<file path="config.mk">
export PLATFORM = sky130hd
export DESIGN_NAME = lru_page_replacement_unit_flat
export DESIGN_NICKNAME = d
export VERILOG_FILES = /design/src/rtl/lru_pkg.sv /design/src/rtl/lru_req_if.sv /design/src/rtl/lru_rsp_if.sv /design/src/rtl/lru_cell.sv /design/src/rtl/lru_page_replacement_unit.sv /design/src/flat_wrapper.sv
export SDC_FILE = /design/constraint.sdc
export NUM_CORES = 1
export LEC_CHECK = 0
export BUFFER_PORTS_ARGS = -buffer_cell sky130_fd_sc_hd__buf_2
export CAP_MARGIN = 20
export CORE_UTILIZATION = 40
export DETAILED_ROUTE_END_ITERATION = 10
export GPL_ROUTABILITY_DRIVEN = 0
export SETUP_SLACK_MARGIN = 0.1
export SYNTH_ARGS = -nofsm -noshare
export SYNTH_HDL_FRONTEND = slang
export SYNTH_HIERARCHICAL = 1
export SYNTH_SLANG_ARGS = --single-unit
</file>
<file path="constraint.sdc">
create_clock -name clk_i -period 5.3 [get_ports clk_i]
set_input_delay 1.59 -clock clk_i [delete_from_list [all_inputs] [get_ports clk_i]]
set_output_delay 1.59 -clock clk_i [all_outputs]
set_load 0.01 [all_outputs]
</file>
<file path="src/rtl/lru_pkg.sv">
// Shared types and constants for the LRU page replacement unit.
package lru_pkg;

  localparam int CFG_W     = 4;
  localparam int OUT_IDX_W = 3;
  localparam int FAULT_W   = 32;

  localparam logic [CFG_W-1:0] FRAME_CNT_RST = 4'd8;

  typedef enum logic [1:0] {
    ST_IDLE,
    ST_SCAN,
    ST_UPDATE
  } lru_state_e;

endpackage

</file>
<file path="src/rtl/lru_req_if.sv">
// Request channel: one page reference per request.
interface lru_req_if #(
  parameter int PAGE_BITS = 16
) ();
  logic                 valid;
  logic                 ready;
  logic [PAGE_BITS-1:0] page;
  logic                 last_reference;

  modport source (output valid, page, last_reference, input ready);
  modport sink   (input valid, page, last_reference, output ready);
endinterface

</file>
<file path="src/rtl/lru_rsp_if.sv">
// Result channel: outcome of one page reference.
interface lru_rsp_if #(
  parameter int PAGE_BITS = 16
) ();
  import lru_pkg::*;

  logic                 valid;
  logic                 ready;
  logic                 hit;
  logic [OUT_IDX_W-1:0] frame_index;
  logic                 evicted_valid;
  logic [PAGE_BITS-1:0] evicted_page;
  logic [FAULT_W-1:0]   fault_count;
  logic                 string_done;

  modport source (output valid, hit, frame_index, evicted_valid, evicted_page, fault_count,
                  string_done, input ready);
  modport sink   (input valid, hit, frame_index, evicted_valid, evicted_page, fault_count,
                  string_done, output ready);
endinterface

</file>
<file path="src/rtl/lru_cell.sv">
// One frame cell: page, valid and rank, with its stage of the search wave.
module lru_cell #(
  parameter int  IDX       = 0,
  parameter int  IDX_W     = 3,
  parameter int  RANK_W    = 3,
  parameter int  PAGE_BITS = 16,
  parameter int  CNT_W     = 4,
  parameter type carry_t   = logic,
  parameter type upd_t     = logic
) (
  input  logic                 clk_i,
  input  logic                 rst_ni,
  input  logic [CNT_W-1:0]     n_use_i,
  input  logic [PAGE_BITS-1:0] key_i,
  input  carry_t               carry_i,
  input  upd_t                 upd_i,
  output carry_t               carry_o
);

  logic [PAGE_BITS-1:0] page_q;
  logic                 valid_q;
  logic [RANK_W-1:0]    rank_q;
  carry_t               carry_q;
  carry_t               carry_d;
  logic                 in_range;
  logic                 is_target;

  assign in_range  = CNT_W'(IDX) < n_use_i;
  assign is_target = upd_i.target == IDX_W'(IDX);

  always_comb begin
    carry_d = carry_i;
    if (carry_i.valid && in_range) begin
      if (valid_q && (page_q == key_i) && !carry_i.hit) begin
        carry_d.hit      = 1'b1;
        carry_d.hit_idx  = IDX_W'(IDX);
        carry_d.hit_rank = rank_q;
      end
      if (!valid_q && !carry_i.free) begin
        carry_d.free     = 1'b1;
        carry_d.free_idx = IDX_W'(IDX);
      end
      if (valid_q && (!carry_i.vic || (rank_q > carry_i.vic_rank))) begin
        carry_d.vic      = 1'b1;
        carry_d.vic_idx  = IDX_W'(IDX);
        carry_d.vic_rank = rank_q;
        carry_d.vic_page = page_q;
      end
    end
  end

  always_ff @(posedge clk_i or negedge rst_ni) begin
    if (!rst_ni) begin
      carry_q <= '0;
    end else if (carry_i.valid) begin
      carry_q <= carry_d;
    end else begin
      carry_q.valid <= 1'b0;
    end
  end

  assign carry_o = carry_q;

  always_ff @(posedge clk_i or negedge rst_ni) begin
    if (!rst_ni) begin
      valid_q <= 1'b0;
      rank_q  <= '0;
    end else if (upd_i.en) begin
      if (upd_i.clear) begin
        valid_q <= 1'b0;
        rank_q  <= '0;
      end else if (is_target) begin
        valid_q <= 1'b1;
        rank_q  <= '0;
      end else if (valid_q && (!upd_i.keep_order || (rank_q < upd_i.old_rank))) begin
        rank_q <= rank_q + RANK_W'(1);
      end
    end
  end

  always_ff @(posedge clk_i) begin
    if (upd_i.en && upd_i.wr_page && is_target) begin
      page_q <= upd_i.page;
    end
  end

endmodule

</file>
<file path="src/rtl/lru_page_replacement_unit.sv">
// LRU page replacement unit: request control, result register and the row of frame cells.
//
//  channel   dir  port         contents
//  request   in   req_i        page, last_reference
//  result    out  rsp_o        hit, frame_index, evicted_valid, evicted_page,
//                              fault_count, string_done
//  config    in   cfg_we_i     frame count on cfg_wdata_i
//
// A request is taken only in the idle state, so one is in flight at a time. It passes a launch
// step, then the search wave steps through the row of FRAMES cells, one register per cell,
// then a hand-off step and an update step; the update waits while a result is stalled.
// Reset empties every frame, clears ranks and the fault count, and sets the frame count to 8.
// A stalled result holds in the output register; the next request is still taken, and
// its update waits only until that result is gone.
module lru_page_replacement_unit #(
  parameter int FRAMES    = 8,
  parameter int PAGE_BITS = 16
) (
  input  logic                      clk_i,
  input  logic                      rst_ni,
  input  logic                      cfg_we_i,
  input  logic [lru_pkg::CFG_W-1:0] cfg_wdata_i,
  lru_req_if.sink                   req_i,
  lru_rsp_if.source                 rsp_o
);
  import lru_pkg::*;

  localparam int IDX_W  = (FRAMES > 1) ? $clog2(FRAMES) : 1;
  localparam int RANK_W = (FRAMES > 1) ? $clog2(FRAMES) : 1;
  localparam int CNT_W  = $clog2(FRAMES + 1);

  typedef struct packed {
    logic                 valid;
    logic                 hit;
    logic [IDX_W-1:0]     hit_idx;
    logic [RANK_W-1:0]    hit_rank;
    logic                 free;
    logic [IDX_W-1:0]     free_idx;
    logic                 vic;
    logic [IDX_W-1:0]     vic_idx;
    logic [RANK_W-1:0]    vic_rank;
    logic [PAGE_BITS-1:0] vic_page;
  } carry_t;

  typedef struct packed {
    logic                 en;
    logic                 clear;
    logic [IDX_W-1:0]     target;
    logic                 keep_order;
    logic [RANK_W-1:0]    old_rank;
    logic                 wr_page;
    logic [PAGE_BITS-1:0] page;
  } upd_t;

  lru_state_e           state_q, state_d;
  logic [CFG_W-1:0]     frame_cnt_q;
  logic [CNT_W-1:0]     n_use;
  logic [PAGE_BITS-1:0] page_q;
  logic                 last_q;
  logic                 start_q, start_d;
  logic [FAULT_W-1:0]   faults_q;
  logic [FAULT_W-1:0]   fault_next;

  logic                 out_valid_q;
  logic                 out_hit_q;
  logic [OUT_IDX_W-1:0] out_frame_q;
  logic                 out_ev_valid_q;
  logic [PAGE_BITS-1:0] out_ev_page_q;
  logic [FAULT_W-1:0]   out_fault_q;
  logic                 out_done_q;

  carry_t               carry_head;
  carry_t               carry_w [FRAMES];
  carry_t               carry_last;
  logic [FRAMES-1:0]    carry_vld;
  upd_t                 upd;
  logic                 req_fire;
  logic                 do_upd;
  logic                 is_fill;
  logic                 is_repl;
  logic [IDX_W-1:0]     target;

  always_ff @(posedge clk_i or negedge rst_ni) begin
    if (!rst_ni) begin
      frame_cnt_q <= FRAME_CNT_RST;
    end else if (cfg_we_i) begin
      frame_cnt_q <= cfg_wdata_i;
    end
  end

  always_comb begin
    if (frame_cnt_q == '0) begin
      n_use = CNT_W'(1);
    end else if (int'(frame_cnt_q) > FRAMES) begin
      n_use = CNT_W'(FRAMES);
    end else begin
      n_use = CNT_W'(frame_cnt_q);
    end
  end

  assign req_i.ready = (state_q == ST_IDLE);
  assign req_fire    = req_i.valid && req_i.ready;
  assign do_upd      = (state_q == ST_UPDATE) && (!out_valid_q || rsp_o.ready);

  always_ff @(posedge clk_i or negedge rst_ni) begin
    if (!rst_ni) begin
      state_q <= ST_IDLE;
      start_q <= 1'b0;
    end else begin
      state_q <= state_d;
      start_q <= start_d;
    end
  end

  always_comb begin
    state_d = state_q;
    start_d = 1'b0;
    unique case (state_q)
      ST_IDLE: begin
        if (req_fire) begin
          state_d = ST_SCAN;
          start_d = 1'b1;
        end
      end
      ST_SCAN: begin
        if (carry_last.valid) begin
          state_d = ST_UPDATE;
        end
      end
      ST_UPDATE: begin
        if (do_upd) begin
          state_d = ST_IDLE;
        end
      end
      default: state_d = ST_IDLE;
    endcase
  end

  always_ff @(posedge clk_i) begin
    if (req_fire) begin
      page_q <= req_i.page;
      last_q <= req_i.last_reference;
    end
  end

  // search wave enters at cell 0
  always_comb begin
    carry_head       = '0;
    carry_head.valid = start_q;
  end

  for (genvar k = 0; k < FRAMES; k++) begin : g_cell
    if (k == 0) begin : g_head
      lru_cell #(
        .IDX(k), .IDX_W(IDX_W), .RANK_W(RANK_W), .PAGE_BITS(PAGE_BITS), .CNT_W(CNT_W),
        .carry_t(carry_t), .upd_t(upd_t)
      ) u_cell (
        .clk_i(clk_i), .rst_ni(rst_ni), .n_use_i(n_use), .key_i(page_q),
        .carry_i(carry_head), .upd_i(upd), .carry_o(carry_w[k])
      );
    end else begin : g_body
      lru_cell #(
        .IDX(k), .IDX_W(IDX_W), .RANK_W(RANK_W), .PAGE_BITS(PAGE_BITS), .CNT_W(CNT_W),
        .carry_t(carry_t), .upd_t(upd_t)
      ) u_cell (
        .clk_i(clk_i), .rst_ni(rst_ni), .n_use_i(n_use), .key_i(page_q),
        .carry_i(carry_w[k-1]), .upd_i(upd), .carry_o(carry_w[k])
      );
    end
    assign carry_vld[k] = carry_w[k].valid;
  end

  assign carry_last = carry_w[FRAMES-1];

  assign is_fill = !carry_last.hit && carry_last.free;
  assign is_repl = !carry_last.hit && !carry_last.free;

  always_comb begin
    if (carry_last.hit) begin
      target = carry_last.hit_idx;
    end else if (carry_last.free) begin
      target = carry_last.free_idx;
    end else begin
      target = carry_last.vic_idx;
    end
  end

  assign fault_next = (!carry_last.hit && (faults_q != {FAULT_W{1'b1}})) ?
                      faults_q + FAULT_W'(1) : faults_q;

  always_comb begin
    upd            = '0;
    upd.en         = do_upd;
    upd.clear      = last_q;
    upd.target     = target;
    upd.keep_order = carry_last.hit || is_repl;
    upd.old_rank   = carry_last.hit ? carry_last.hit_rank : carry_last.vic_rank;
    upd.wr_page    = is_fill || is_repl;
    upd.page       = page_q;
  end

  always_ff @(posedge clk_i or negedge rst_ni) begin
    if (!rst_ni) begin
      faults_q <= '0;
    end else if (do_upd) begin
      faults_q <= last_q ? '0 : fault_next;
    end
  end

  always_ff @(posedge clk_i or negedge rst_ni) begin
    if (!rst_ni) begin
      out_valid_q <= 1'b0;
    end else if (do_upd) begin
      out_valid_q <= 1'b1;
    end else if (rsp_o.ready) begin
      out_valid_q <= 1'b0;
    end
  end

  always_ff @(posedge clk_i) begin
    if (do_upd) begin
      out_hit_q      <= carry_last.hit;
      out_frame_q    <= OUT_IDX_W'(target);
      out_ev_valid_q <= is_repl;
      out_ev_page_q  <= is_repl ? carry_last.vic_page : '0;
      out_fault_q    <= fault_next;
      out_done_q     <= last_q;
    end
  end

  assign rsp_o.valid         = out_valid_q;
  assign rsp_o.hit           = out_hit_q;
  assign rsp_o.frame_index   = out_frame_q;
  assign rsp_o.evicted_valid = out_ev_valid_q;
  assign rsp_o.evicted_page  = out_ev_page_q;
  assign rsp_o.fault_count   = out_fault_q;
  assign rsp_o.string_done   = out_done_q;

  a_one_wave: assert property (@(posedge clk_i) disable iff (!rst_ni)
    $onehot0(carry_vld))
    else $error("more than one search wave in the cell row");

  a_rsp_from_update: assert property (@(posedge clk_i) disable iff (!rst_ni)
    $rose(out_valid_q) |-> $past(state_q == ST_UPDATE))
    else $error("result raised outside the update step");

  a_req_starts_wave: assert property (@(posedge clk_i) disable iff (!rst_ni)
    req_fire |=> start_q && (state_q == ST_SCAN))
    else $error("accepted request did not launch a search");

  a_hit_no_evict: assert property (@(posedge clk_i) disable iff (!rst_ni)
    out_valid_q && out_hit_q |-> !out_ev_valid_q)
    else $error("eviction reported on a hit");

endmodule

</file>
<file path="src/flat_wrapper.sv">
// flat-port wrapper written by rule: the top's interface ports become plain ports
module lru_page_replacement_unit_flat import lru_pkg::*;
#(
  parameter int FRAMES    = 8,
  parameter int PAGE_BITS = 16
)
  (clk_i, rst_ni, cfg_we_i, cfg_wdata_i, req_i_valid, req_i_page, req_i_last_reference, req_i_ready, rsp_o_valid, rsp_o_hit, rsp_o_frame_index, rsp_o_evicted_valid, rsp_o_evicted_page, rsp_o_fault_count, rsp_o_string_done, rsp_o_ready);
  lru_req_if #(.PAGE_BITS(PAGE_BITS)) req_i_i ();
  lru_rsp_if #(.PAGE_BITS(PAGE_BITS)) rsp_o_i ();
  input  logic clk_i;
  input  logic rst_ni;
  input  logic cfg_we_i;
  input  logic [lru_pkg::CFG_W-1:0] cfg_wdata_i;
  input wire logic [$bits(req_i_i.valid)-1:0] req_i_valid;
  input wire logic [$bits(req_i_i.page)-1:0] req_i_page;
  input wire logic [$bits(req_i_i.last_reference)-1:0] req_i_last_reference;
  output wire logic [$bits(req_i_i.ready)-1:0] req_i_ready;
  output wire logic [$bits(rsp_o_i.valid)-1:0] rsp_o_valid;
  output wire logic [$bits(rsp_o_i.hit)-1:0] rsp_o_hit;
  output wire logic [$bits(rsp_o_i.frame_index)-1:0] rsp_o_frame_index;
  output wire logic [$bits(rsp_o_i.evicted_valid)-1:0] rsp_o_evicted_valid;
  output wire logic [$bits(rsp_o_i.evicted_page)-1:0] rsp_o_evicted_page;
  output wire logic [$bits(rsp_o_i.fault_count)-1:0] rsp_o_fault_count;
  output wire logic [$bits(rsp_o_i.string_done)-1:0] rsp_o_string_done;
  input wire logic [$bits(rsp_o_i.ready)-1:0] rsp_o_ready;
  assign req_i_i.valid = req_i_valid;
  assign req_i_i.page = req_i_page;
  assign req_i_i.last_reference = req_i_last_reference;
  assign req_i_ready = req_i_i.ready;
  assign rsp_o_valid = rsp_o_i.valid;
  assign rsp_o_hit = rsp_o_i.hit;
  assign rsp_o_frame_index = rsp_o_i.frame_index;
  assign rsp_o_evicted_valid = rsp_o_i.evicted_valid;
  assign rsp_o_evicted_page = rsp_o_i.evicted_page;
  assign rsp_o_fault_count = rsp_o_i.fault_count;
  assign rsp_o_string_done = rsp_o_i.string_done;
  assign rsp_o_i.ready = rsp_o_ready;
  lru_page_replacement_unit #(.FRAMES(FRAMES), .PAGE_BITS(PAGE_BITS)) u_core (.clk_i(clk_i), .rst_ni(rst_ni), .cfg_we_i(cfg_we_i), .cfg_wdata_i(cfg_wdata_i), .req_i(req_i_i), .rsp_o(rsp_o_i));
endmodule
</file>
[Word-level counts from Yosys, hierarchy flattened]
Index checks and enable logic that the tools add are counted.
Cells by class
  order comparisons: 24
  $add $sub $neg: 9
  equal/unequal tests: 21
  reduce and logical (&&, ||, !) cells: 146
  mux-type cells: 95
Operators by type and width (count)
  two-way mux 34 bit: 8
  two-way mux 23 bit: 8
  equality test 16 bit: 8
  two-way mux 3 bit: 27
  two-way mux 32 bit: 2
  logical AND 1 bit: 59
  two-way mux 7 bit: 8
  two-way mux 4 bit: 10
  adder 32 x 1 -> 32 bit (second input constant): 1
  zero test 1 bit: 32
  inequality test 32 bit (second input constant): 1
  AND reduction 2 bit: 16
  two-way mux 1 bit: 28
  adder 3 x 1 -> 3 bit (second input constant): 8
  less-than comparator 3 bit: 8
  nonzero test 3 bit: 8
  greater-than comparator 3 bit: 7
  logical OR 1 bit: 18
  nonzero test 2 bit: 9
  less-than comparator 3 x 4 -> 1 bit (first input constant): 4
  equality test 3 bit (second input constant): 4
  less-than comparator 1 x 4 -> 1 bit (first input constant): 2
  less-than comparator 2 x 4 -> 1 bit (first input constant): 2
  equality test 3 x 2 -> 1 bit (second input constant): 2
  other kinds (12): 15
Storage, ports and cells
  bits in registers: 550
  logic and storage cells: 411
  output and inout port bits: 56

[Depth between registers and ports, before layout]
Gate-level depths: netlist of run 1.
  depth in word-level cells: 9
  depth in mapped cells: 9
  mapped depth without buffers: 8

[By module]
The synthesis of run 1 kept the hierarchy.
By module, submodules not included
  lru_page_replacement_unit: cells an instance 449, area an instance 5266.3 um^2, instances 1
  lru_cell at u_core.g_cell[1].g_body.u_cell: cells an instance 242, area an instance 2723.9 um^2, instances 1
  lru_cell at u_core.g_cell[7].g_body.u_cell: cells an instance 260, area an instance 2652.5 um^2, instances 1
  lru_cell at u_core.g_cell[5].g_body.u_cell: cells an instance 259, area an instance 2605.0 um^2, instances 1
  lru_cell at u_core.g_cell[3].g_body.u_cell: cells an instance 252, area an instance 2601.2 um^2, instances 1
  lru_cell at u_core.g_cell[2].g_body.u_cell: cells an instance 233, area an instance 2585.0 um^2, instances 1
  lru_cell at u_core.g_cell[0].g_head.u_cell: cells an instance 223, area an instance 2576.2 um^2, instances 1
  lru_cell at u_core.g_cell[4].g_body.u_cell: cells an instance 219, area an instance 2561.2 um^2, instances 1
  lru_cell at u_core.g_cell[6].g_body.u_cell: cells an instance 222, area an instance 2534.9 um^2, instances 1

[Worst setup path after synthesis of run 1]
No wires, ideal clock.
  kind: input to register
  start: input rsp_o_ready
  end: register u_core.g_cell[0].g_head.u_cell.page_q[0], enable pin
  path buffers: 1
  stages on the path: 5
  setup slack: 502 ps
  arrival time: 4473 ps
  cells stage by stage: nand2b_1 nand2_1 clkbuf_1 clkinv_1 and3_1
Between the ends
  cells in the longest elaborated chain, start to end: 4
Ends and longest elaborated chain
  from (decl): line flat_wrapper.sv:25  | input wire logic [$bits(rsp_o_i.ready)-1:0] rsp_o_ready;
  logical OR 1 bit: line lru_page_replacement_unit.sv:103  | assign do_upd = (state_q == ST_UPDATE) && (!out_valid_q || rsp_o.ready);
  logical AND 1 bit: line lru_page_replacement_unit.sv:103
  via u_core.do_upd: line lru_page_replacement_unit.sv:78  | logic do_upd;
  logical AND 1 bit (2 in series): line lru_cell.sv:82  | if (upd_i.en && upd_i.wr_page && is_target) begin
  to (signal assigned): line lru_cell.sv:83  | page_q <= upd_i.page;
  to (decl): line lru_cell.sv:20  | logic [PAGE_BITS-1:0] page_q;
The timed path passes the listed nets, and every way through them passes these cells.
A chain may end at the register's enable or synchronous reset.

==> reports/results.txt, run 1 <==
In this run the standard cell core region covers 0.06446 mm2. In this run the worst setup path terminates at u_core/g_cell[0].g_head.u_cell/rank_q[2]. The mean routed wirelength per cell came out at 18.01 um.

The placed instances occupy a cell area of 0.02754 mm2. The clock tree root driver cell was sky130_fd_sc_hd__clkbuf_16. The tree built by TritonCTS fans out to 550 sinks. The tools report the final hold slack as 0.4941 ns. Of all nets on the critical path, the largest fanout is 23.

The final number of max-transition violations came out at 0. The tool flagged a number of max-cap violations equal to 0. STA puts the critical path data required time at 5.83 ns.

The floorplan step set the die width to 257.3 um. Post-CTS timing repair inserted 0 buffers for setup. The effective utilization at floorplan came out at 40.44%. The clock latency at the later pin of the worst-skew pair came out at 0.63 ns. The endpoint identified for the worst register-to-register timing path is u_core/g_cell[0].g_head.u_cell/rank_q[2]. For the worst setup path, the data arrival time is 3.81 ns. The critical path's top delay family is simple AND/OR/NAND/NOR gates.

Setup repair after global routing left no endpoint under its margin. Global routing consumed, over all layers together, 18.29% of the routing resources. Of the available clock period, the critical path in the final layout requires 61.85%.

The count of buffering cells on the critical path with inverters included is 2. TritonCTS built the clock tree. Setup violations remaining at the end of the flow were counted as 0.

The number of DRC markers in iteration 0 came out at 1,257. The flow ran to the end, and the final reports show no timing, DRC or antenna violations. The tightest min-delay check is of the reg -> reg type. The mean cell area of the mapped netlist works out to 11.07 um2.

The critical path goes through buf_4 -> inv_1 -> nand2_1 -> nand2_1 -> o2111ai_1 -> or3_1 -> a21boi_0. Highest clock rate: 0.3050 GHz. The startpoint-to-endpoint class of the critical path was reg -> reg. The H-tree was split into 2 levels.

The die outline area was 0.06619 mm2; the proportion of layout cells with a drive suffix above 1 was 12.09%. The setup clock skew after layout was 0.02704 ns; the die height was 257.3 um. The startpoint identified for the worst register-to-register timing path is u_core/g_cell[7].g_body.u_cell/carry_o[33]. The run gives 0 as the number of resized instances in the post-cts repair step.

For this design the top-level I/O count stands at 82. Transition time at the pin with the least slew margin: 0.9795 ns. The maximum single-stage delay on the critical path was 0.74 ns. In the routed design, unresolved DRC markers number 0.

Leaving out fill and tap cells, the most frequent cell in the layout is sky130_fd_sc_hd__dfrtp_1. The total congestion overflow after global routing is 0, and the final standard cell area without fillers is 0.02940 mm2. The worst setup slack after layout is 2.022 ns, and the total number of yosys warnings is 6.

The worst-case IR drop observed on VDD is 313.5 uV. The count of antenna diodes in the layout was 0; the number of placement rows was 93. After layout, the design draws a total of 14.00 mW.

The number of buffers created by CTS is 58, and the reported leakage power is 11.84 nW. Shortest clock period the worst path allows after layout: 3.278 ns. The max-slew headroom at the worst pin was 34.63%. STA classifies the critical path endpoint as a flop.

The slowest cell on the critical path is sky130_fd_sc_hd__inv_1. For this run, the post-layout net count is 2,532. Synthesis produced 2,355 cells. The cell seen most often among critical-path stages is sky130_fd_sc_hd__nand2_1. The run gives 41,870 um as the HPWL reported at the end of detailed placement. The slack of the worst reg-to-reg path is 2.02 ns. The startpoint class of the critical path is a flop. The initial antenna violation count came out at 0. Prior to clock tree synthesis, the placed netlist has a worst setup slack of 1.492 ns. The mapped netlist covers 0.02607 mm2.

The layout overhead on the synthesized area came out at 12.78%. The first global-routing pass estimated 97,840 um of wire. The top cell types in the final layout, fill and taps aside, are 342 x sky130_fd_sc_hd__dfrtp_1, 238 x sky130_fd_sc_hd__nor2_1, 199 x sky130_fd_sc_hd__edfxtp_1. During placement, the flow inserted port buffers numbering 81. In the routed layout, each cell is associated on average with a via count of 5.350. The first detailed-routing pass took 8 iterations. The detailed router placed 17,980 vias in this run. After routing, the total negative slack on setup checks comes to 0 ns. The via count of the first global-routing pass came out at 17,682. The power per unit of standard cell area was 476.2 mW/mm2. The clock passes through at most 3 buffers. The tools report the total count of hold-check failures in the final report as 0. The tools report the maximum number of pins on one net before global-route repair as 114. The start point of the critical path is u_core/g_cell[7].g_body.u_cell/carry_o[33]. Measured in cells, the most critical reg-to-reg path has a length of 7. In this run the number of cells on the critical path is 7. The detail route stage leaves a number of antenna-violating nets equal to 0. Wires add up to 60,530 um.

Buffers inserted to repair hold after CTS numbered 0. Clock-pin slew was measured on the worst setup and hold paths at 0.06 ns.
## worst register-to-register path, delay by kind of cell, from the launching register on
| family | cells | cell delay (ns) |
|---|---|---|
| AND/OR/NAND/NOR | 3 | 1.35 |
| buffers and inverters | 2 | 0.98 |
| flip-flops | 1 | 0.43 |
| AO/OA/AOI/OAI | 2 | 0.43 |
## layout make-up
cell class,count,area (um2)
sequential,550,14770
clock buffer,76,1590
inverter,129,485.5
fill,5940,35060
timing repair buffer,131,860.8
multi-input combinational,1587,10390
tap,855,1070
clock inverter,33,230.2
## per-layer routing
metal | vias to the layer above | wire [um] | global-route usage [%]
met1 | 8866 | 28770 | 26.06
met2 | 380 | 28070 | 29.00
met5 | - | 0 | 0
li1 | 8654 | - | -
met3 | 80 | 2368 | 2.453
met4 | 0 | 1322 | 5.390
## stage by stage
stage	cells	utilization [%]
after global routing	3361	45.61
final	3361	45.61
after floorplan	2395	-
after detailed placement	3250	42.73
after CTS	3359	45.55
after global placement	3250	42.73
## worst min-delay path by stage
stage	end	cells after the start	slack [ns]	from
2_1_floorplan	u_core/g_cell[6].g_body.u_cell/carry_o[34]	0	0.35	u_core/g_cell[5].g_body.u_cell/carry_o[34]
3_3_place_gp	u_core/state_q[0]	1	0.47	u_core/state_q[1]
3_5_place_dp	u_core/g_cell[5].g_body.u_cell/carry_o[23]	1	0.48	u_core/g_cell[4].g_body.u_cell/carry_o[23]
4_1_cts	u_core/g_cell[3].g_body.u_cell/carry_o[23]	1	0.50	u_core/g_cell[2].g_body.u_cell/carry_o[23]
5_1_grt	u_core/g_cell[3].g_body.u_cell/carry_o[23]	1	0.51	u_core/g_cell[2].g_body.u_cell/carry_o[23]
6_report	u_core/g_cell[3].g_body.u_cell/carry_o[23]	1	0.49	u_core/g_cell[2].g_body.u_cell/carry_o[23]
## flip-flops by register name (all words and copies together), names as in the netlist, 21 cells and up
| register | cells |
|---|---|
| u_core/rsp_o.fault_count | 32 |
| u_core/g_cell.g_head.u_cell/carry_o | 35 |
| u_core/g_cell.g_body.u_cell/rank_q | 21 |
| u_core/g_cell.g_body.u_cell/carry_o | 244 |
| u_core/faults_q | 32 |
| u_core/g_cell.g_body.u_cell/page_q | 112 |
## where the power goes
group | internal (mW) | switching, mW | total (mW)
registers | 5.59 | 0.851 | 6.44
logic | 1.46 | 2.21 | 3.67
clock network | 2.21 | 1.68 | 3.89
total | 9.25 | 4.74 | 14.0
Note: power is estimated with default switching activity, not from simulation.
==> run 2, diff against run 1 <==
--- a/config.mk
+++ b/config.mk
@@ -5,6 +5,7 @@
 export SDC_FILE = /design/constraint.sdc
 export NUM_CORES = 1
 export LEC_CHECK = 0
+export ABC_AREA = 1
 export BUFFER_PORTS_ARGS = -buffer_cell sky130_fd_sc_hd__buf_2
 export CAP_MARGIN = 20
 export CORE_UTILIZATION = 40
==> constraint.sdc (replaced) <==
create_clock -name clk_i -period 2.7 [get_ports clk_i]
set_input_delay 0.81 -clock clk_i [delete_from_list [all_inputs] [get_ports clk_i]]
set_output_delay 0.81 -clock clk_i [all_outputs]
set_load 0.01 [all_outputs]
==> run 2 against run 1 <==
Effect of this change: clock skew is 0.028 ns higher; first-iteration DRC count up 39%; area after synthesis increased by 8.1%; power is 130% higher; die area is 8.1% higher; sequential share of layout area shrank 4.6 points; critical path depth up 1; worst hold slack got worse by 0.43 ns; highest routed layer unchanged; wire length grew 28%; clock power increased by 110%; non-clock buffer count grew 52; utilization increased by 1.1 points.
==> reports/results.txt, run 2 <==
The count of buffering cells on the critical path with inverters included works out to 0. Summed over all failing endpoints, the final setup total negative slack is 0 ns. The mean routed wirelength per cell is 16.92 um. The number of buffers added for setup after CTS came out at 0. The tools report the total number of nets in the final design as 3,670. The floorplan step defined a die boundary enclosing 0.07153 mm2.

Total number of yosys warnings: 6. Entering global routing, the biggest net connects 74 pins. The maximum net fanout on the critical path was 24. The logs give 0 for the remaining antenna violation count after routing and 0 for the reported max-cap violation count. The number of port buffers was 81. IR analysis of the VDD net gives a maximum drop of 545.8 uV. For the worst setup path, the data required time is 3.21 ns. Synthesis produced 3,433 cells. From synthesis to final layout, the design area changed by 14.64%.

The worst setup path is launched from a flop. The number of resized instances in the post-cts repair step is 0, and the total I/O pin count is 82. The library cells used most frequently in the layout, excluding fill and tap cells, are 1,004 x sky130_fd_sc_hd__nand2_1, 403 x sky130_fd_sc_hd__inv_1, 350 x sky130_fd_sc_hd__dfrtp_1. The highest clock rate is 0.4001 GHz, and the shortest clock period the worst path allows after layout is 2.499 ns. The clock network accounts for 26.0% of the total power.

The tools report the category of the worst setup path capture point as a flop. After detailed routing, the number of remaining DRC violations is 0. The H-tree was split into 2 levels. The number of DRC markers in iteration 0 came out at 1,744. The flow ran to the end, and the final reports show no timing, DRC or antenna violations.

The via count of the first global-routing pass came out at 22,097. Initial antenna violation count: 1. Leaving out fill and tap cells, the most frequent cell in the layout is sky130_fd_sc_hd__nand2_1.

For the HPWL reported at the end of detailed placement, the log shows 55,730 um. The detailed router placed 23,028 vias in this run. The tools report the sequential power share as 41.0%.

The maximum single-stage delay on the critical path was 0.45 ns; the final setup violation count was 0. Measured along the x axis, the die boundary spans 267.4 um. The worst pin sits at a relative slew slack of 30.80%. The post-synthesis instance area came out at 0.02818 mm2.

On the critical path, the stage with the largest delay is an instance of sky130_fd_sc_hd__dfstp_2. The register with the most flip-flops in the layout has 244 of them. The end-of-flow core utilization is 46.70%. After global routing the overflow that remains totals 0. Across all setup checks in the final design, the least slack found is 0.2009 ns. For the total count of hold-check failures in the final report, the log shows 0. The clock latency at the later pin of the worst-skew pair is 0.65 ns. The run gives 3.01 ns as the critical path data arrival time. The first-pass GRT wire length was 123,200 um; the die height was 267.4 um. The post-route netlist has 10.92% of its cells at a drive strength greater than 1. The final number of max-transition violations is 0, and the clock-pin slew on the worst setup and hold paths is 0.06 ns. The post-route fraction of the period consumed by the critical path was 92.56%.

The highest layer touched by signal routing is met4. For the net switching power, the log shows 12.38 mW. TritonCTS built the clock tree. Clock tree synthesis inserted a total of 61 buffers. The transition time at the pin with the least slew margin works out to 1.038 ns. The worst setup path is of the reg -> reg kind. The tightest min-delay check is of the in -> async type. The mean cell area of the mapped netlist was 8.210 um2. The count of hold buffers inserted by post-cts repair is 0, and the number of vias per cell after detailed routing is 5.030. The signal on the critical path passes through nor2_1 -> nand3_1 -> nand2_1 -> nand2_2 -> nor2_4 -> nand2_2 -> o21ai_0 -> o21ai_0. For this design, the sink count on the clock tree is 550.

Between clock sinks in the finished design, the worst skew comes to 0.05499 ns. No sink is reached through more buffers than the 3 on the longest clock path. The power per unit of standard cell area came out at 989.0 mW/mm2.

After floorplanning, the core was divided into 96 placement rows. In the final routing, the length of wire on met1 measures 36,110 um. Summed over all layers, the routed wires come to 77,460 um.

The combinational cell fraction of total power is 33.1%, and the effective utilization at floorplan is 40.74%. Setup repair after global routing left no endpoint under its margin. The tools report the worst setup slack after placement as 0.2089 ns.

Of the total power, the share spent switching nets is 38.75%. The standard cell core area is 0.06919 mm2. The routed wire length on met2 was 36,090 um; the internal power summed over all cells was 19.57 mW.

For this design the static power due to leakage is 15.18 nW. Power comes to 31.95 mW. In the detailed route, the total length drawn on met3 is 3381 um. Clock tree synthesis selected as its root buffer the cell sky130_fd_sc_hd__clkbuf_16. Across all register-to-register paths, the minimum setup slack is 0.20 ns. The tools report the number of iterations in the first detailed-routing pass as 5. Across every metal layer, demand over resource in global routing totals 21.90%. The cell family contributing the most delay on the critical path is simple AND/OR/NAND/NOR gates.
[run 2: layer usage]
metal | vias up | GRT usage [%]
met5 | - | 0
met4 | 0 | 6.255
met3 | 108 | 2.630
met2 | 521 | 35.88
met1 | 10854 | 30.46
li1 | 11545 | -
[run 2: final cells by class]
type	count	area [um2]
inverter	438	1648
timing repair buffer	183	1431
clock inverter	31	300.3
sequential	550	14760
clock buffer	83	1699
fill	6774	36880
antenna	1	2.502
multi-input combinational	2361	11300
tap	931	1165
[run 2: path summary, 6_finish.rpt]
| check | startpoint | end | cells past startpoint |
|---|---|---|---|
| min in group clk_i | req_i_page[0] | u_core/page_q[0] | 1 |
| worst min-delay path | rst_ni | u_core/g_cell[7].g_body.u_cell/carry_o[13] | 1 |
| worst max-delay path | u_core/frame_cnt_q[3] | u_core/g_cell[6].g_body.u_cell/carry_o[3] | 8 |
| max in group asynchronous | rst_ni | u_core/g_cell[0].g_head.u_cell/carry_o[33] | 2 |
| worst min register to register | u_core/g_cell[5].g_body.u_cell/carry_o[28] | u_core/g_cell[5].g_body.u_cell/carry_o[28] | 2 |
| worst max register to register | u_core/frame_cnt_q[3] | u_core/g_cell[6].g_body.u_cell/carry_o[3] | 8 |
[run 2: metrics by stage]
| step | std cells | hold WS (ns) | instance area, um2 |
|---|---|---|---|
| 2_1_floorplan | 3468 | 0.3487 | 28330 |
| 3_3_place_gp | 4463 | 0.4637 | 30300 |
| 3_5_place_dp | 4463 | 0.4663 | 30300 |
| 4_1_cts | 4577 | 0.03838 | 32300 |
| 5_1_grt | 4577 | 0.05413 | 32310 |
| 6_report | 4578 | 0.06009 | 32310 |
[run 2: power groups by stage]
stage               logic [mW]  registers, mW  clock network [mW]
CTS                       10.6           13.1                8.50
detailed placement        10.5           13.2                   0
global placement          10.4           13.2                   0
global route              12.0           13.4                8.80
floorplan                 7.27           12.7                   0
finish                    10.6           13.1                8.30
==> run 3, diff against run 2 <==
--- a/config.mk
+++ b/config.mk
@@ -6,7 +6,7 @@
 export NUM_CORES = 1
 export LEC_CHECK = 0
 export ABC_AREA = 1
-export BUFFER_PORTS_ARGS = -buffer_cell sky130_fd_sc_hd__buf_2
+export BUFFER_PORTS_ARGS = -buffer_cell sky130_fd_sc_hd__buf_4
 export CAP_MARGIN = 20
 export CORE_UTILIZATION = 40
 export DETAILED_ROUTE_END_ITERATION = 10
==> run 3 against run 2 <==
Effect of this change: global-route usage up 0.098 points; clock skew decreased by 0.027 ns; critical path depth shrank 2; power up 1.9%.
==> reports/results.txt, run 3 (same netlist as run 2, synthesis figures left out) <==
Once layout is complete, the cells apart from fillers number 4,582. The power per unit of standard cell area was 997.3 mW/mm2. The run gives 21,968 as the via count of the first global-routing pass. Leaving out fill and tap cells, the most frequent cells in the layout are 1,005 x sky130_fd_sc_hd__nand2_1, 403 x sky130_fd_sc_hd__inv_1, 350 x sky130_fd_sc_hd__dfrtp_1. The die height was 267.4 um; the standard cell core area was 0.06919 mm2.

The number of buffers and inverters on the critical path is 0. After detailed routing, the number of remaining DRC violations is 0. CTS built an H-tree with a depth of 3.

The worst setup path is launched from a flop. The total congestion overflow after global routing was 0; the required time of the critical path was 2.91 ns. Derived from the worst setup path, the maximum achievable clock frequency is 0.4247 GHz.

Setup repair after global routing left no endpoint under its margin. The HPWL reported at the end of detailed placement was 55,960 um. Summed over all failing endpoints, the final setup total negative slack is 0 ns. The number of vias per cell after detailed routing was 4.990; the transition time at the pin with the least slew margin was 0.9808 ns.

Among cell families on the critical path, the largest total delay comes from simple AND/OR/NAND/NOR gates. The tools report the final number of max-transition violations as 0. The detailed router finished its first iteration with 1,727 violations. The tools report the initial antenna violation count as 0. For this run, the detailed router's first-pass iteration total came to 6.

STA classifies the critical path endpoint as a flop. The reported max-cap violation count was 0. The clock drives 550 sinks. Measured against its own limit, the worst slew margin works out to 34.61%. Combinational cell fraction of total power: 32.5%. For the final standard cell area without fillers, the log shows 0.03266 mm2.

The worst path in the final design needs a cycle of 2.354 ns, including I/O delays and setup. The mean routed wirelength per cell was 16.78 um; the peak supply drop was 430.2 uV. Along the worst path, the maximum fanout reaches 16. The flip-flop count of the largest register after layout was 244. The total length of routed wires was 76,900 um. Of the total power, registers draw 40.2%. The maximum single-stage delay on the critical path works out to 0.72 ns. The die covers 0.07153 mm2.

The run gives 2.57 ns as the critical path data arrival time. The worst setup slack after placement is 0.2128 ns. The class of the most critical hold timing path was in -> async.

The number of inserted filler cells in the final layout is 6,814, and the proportion of layout cells with a drive suffix above 1 is 11.04%. From left edge to right edge, the die measures 267.4 um. The detailed router placed 22,863 vias in this run. The library cell used most frequently in the layout, excluding fill and tap cells, is sky130_fd_sc_hd__nand2_1.

Slowest cell on the critical path: sky130_fd_sc_hd__and3_1. The run gives 3435 um as the wire length on met3. The instance count after placement with tap cells included is 4,460, and the number of buffers created by CTS is 66. The critical path in this run is classified as reg -> reg.

The clock latency at the later pin of the worst-skew pair came out at 0.61 ns. In this run switching power makes up 38.13% of total power. The total count of hold-check failures in the final report was 0; the area after detailed placement was 0.03047 mm2. After clock tree synthesis, the clock-pin slew on the worst setup and hold paths is 0.06 ns. The detailed router put a total of 36,210 um of wire on met1.

The flow ran to the end, and the final reports show no timing, DRC or antenna violations. The tools report the clock network fraction of design power as 27.3%. For this design the top-level I/O count stands at 82.

The first global-routing pass estimated 123,400 um of wire. In this run the top signal layer used is met4. Walking the worst path, the cells encountered are nor2_1 -> nand2_1 -> nand3_1 -> nand2_1 -> nor2_1 -> and3_1.

After layout, the worst setup slack is 0.3456 ns. The effective utilization at floorplan came out at 40.74%. After detailed routing, the met2 layer carries 35,460 um of wire.

Internal power comes to 20.15 mW. TritonCTS built the clock tree. Entering global routing, the biggest net connects 68 pins. Summed over all nets, the switching power comes to 12.42 mW.

The run gives 0 as the final setup violation count. Clock tree synthesis selected as its root buffer the cell sky130_fd_sc_hd__clkbuf_16. The setup clock skew after layout came out at 0.02773 ns.

For the total number of nets in the final design, the log shows 3,672. Dividing the final minimum period by the clock period gives 87.20%. The initialized floorplan defines 96 standard-cell rows. In this run the deepest clock path goes through 3 buffers.

After clock tree synthesis, the flow added hold-fix buffers numbering 0. The remaining antenna violation count after routing was 0. Buffers placed on the I/O ports in this run total 81. In this run the static leakage power is 15.31 nW.

Layout overhead on the synthesized area: 15.87%. After layout, the design draws a total of 32.57 mW. The overall routing resource usage was 22.00%.
[run 3: cell count changes in the layout (fill, tap and decap cells not counted), sizes merged]
cell,delta
clkinv,-1
buf,-3
clkbuf,+7
clkinvlp,+1
[run 3: layout make-up]
type | count | area (um2) | share of cell area (%)
antenna | 1 | 2.502 | 0.007663
clock buffer | 90 | 1876 | 5.743
clock inverter | 31 | 307.8 | 0.9425
inverter | 438 | 1648 | 5.046
multi-input combinational | 2361 | 11300 | 34.61
sequential | 550 | 14760 | 45.20
tap | 931 | 1165 | 3.567
timing repair buffer | 180 | 1597 | 4.889
[run 3: power groups by stage]
stage          combinational [mW]  sequential [mW]  clock (mW)
5_1_grt                      12.1             13.4        9.45
2_1_floorplan                7.27             12.7           0
6_report                     10.6             13.1        8.89
3_3_place_gp                 10.4             13.2           0
3_5_place_dp                 10.6             13.2           0
4_1_cts                      10.6             13.1        9.10
[run 3: per-stage QoR]
| stage | utilization (%) | hold WS (ns) |
|---|---|---|
| 2_1_floorplan | - | 0.3487 |
| 3_3_place_gp | 44.04 | 0.4506 |
| 6_report | 47.20 | 0.1435 |
| 4_1_cts | 47.20 | 0.1258 |
| 3_5_place_dp | 44.04 | 0.4578 |
| 5_1_grt | 47.20 | 0.1585 |
[run 3: path summary, 6_finish.rpt]
kind	cells past startpoint	slack, ns	to	from
hold / removal	1	0.14	u_core/g_cell[7].g_body.u_cell/carry_o[13]	rst_ni
hold reg to reg	1	0.47	u_core/state_q[0]	u_core/g_cell[7].g_body.u_cell/carry_o[34]
min in group clk_i	1	0.38	u_core/page_q[15]	req_i_page[15]
setup reg to reg	6	0.35	u_core/g_cell[6].g_body.u_cell/page_q[7]	u_core/g_cell[7].g_body.u_cell/carry_o[26]
max in group asynchronous	2	1.77	u_core/g_cell[0].g_head.u_cell/rank_q[2]	rst_ni
setup / recovery	6	0.35	u_core/g_cell[6].g_body.u_cell/page_q[7]	u_core/g_cell[7].g_body.u_cell/carry_o[26]
[run 3: worst reg2reg max path, cell delays in order (launching register included)]
cell	delay [ns]
sky130_fd_sc_hd__dfrtp_1	0.44
sky130_fd_sc_hd__nor2_1	0.23
sky130_fd_sc_hd__nand2_1	0.08
sky130_fd_sc_hd__nand3_1	0.27
sky130_fd_sc_hd__nand2_1	0.08
sky130_fd_sc_hd__nor2_1	0.16
sky130_fd_sc_hd__and3_1	0.72
[run 3: timing repair]
item	4_1_cts	5_1_grt
resized for setup	0	1
buffers inserted	0	0
endpoints found under the setup margin	0	16
[run 3: per-layer routing]
layer / vias up / GRT usage [%]
li1: 11556 / -
met1: 10752 / 30.85
met2: 456 / 35.43
met4: 0 / 6.749
met3: 99 / 2.795
met5: - / 0
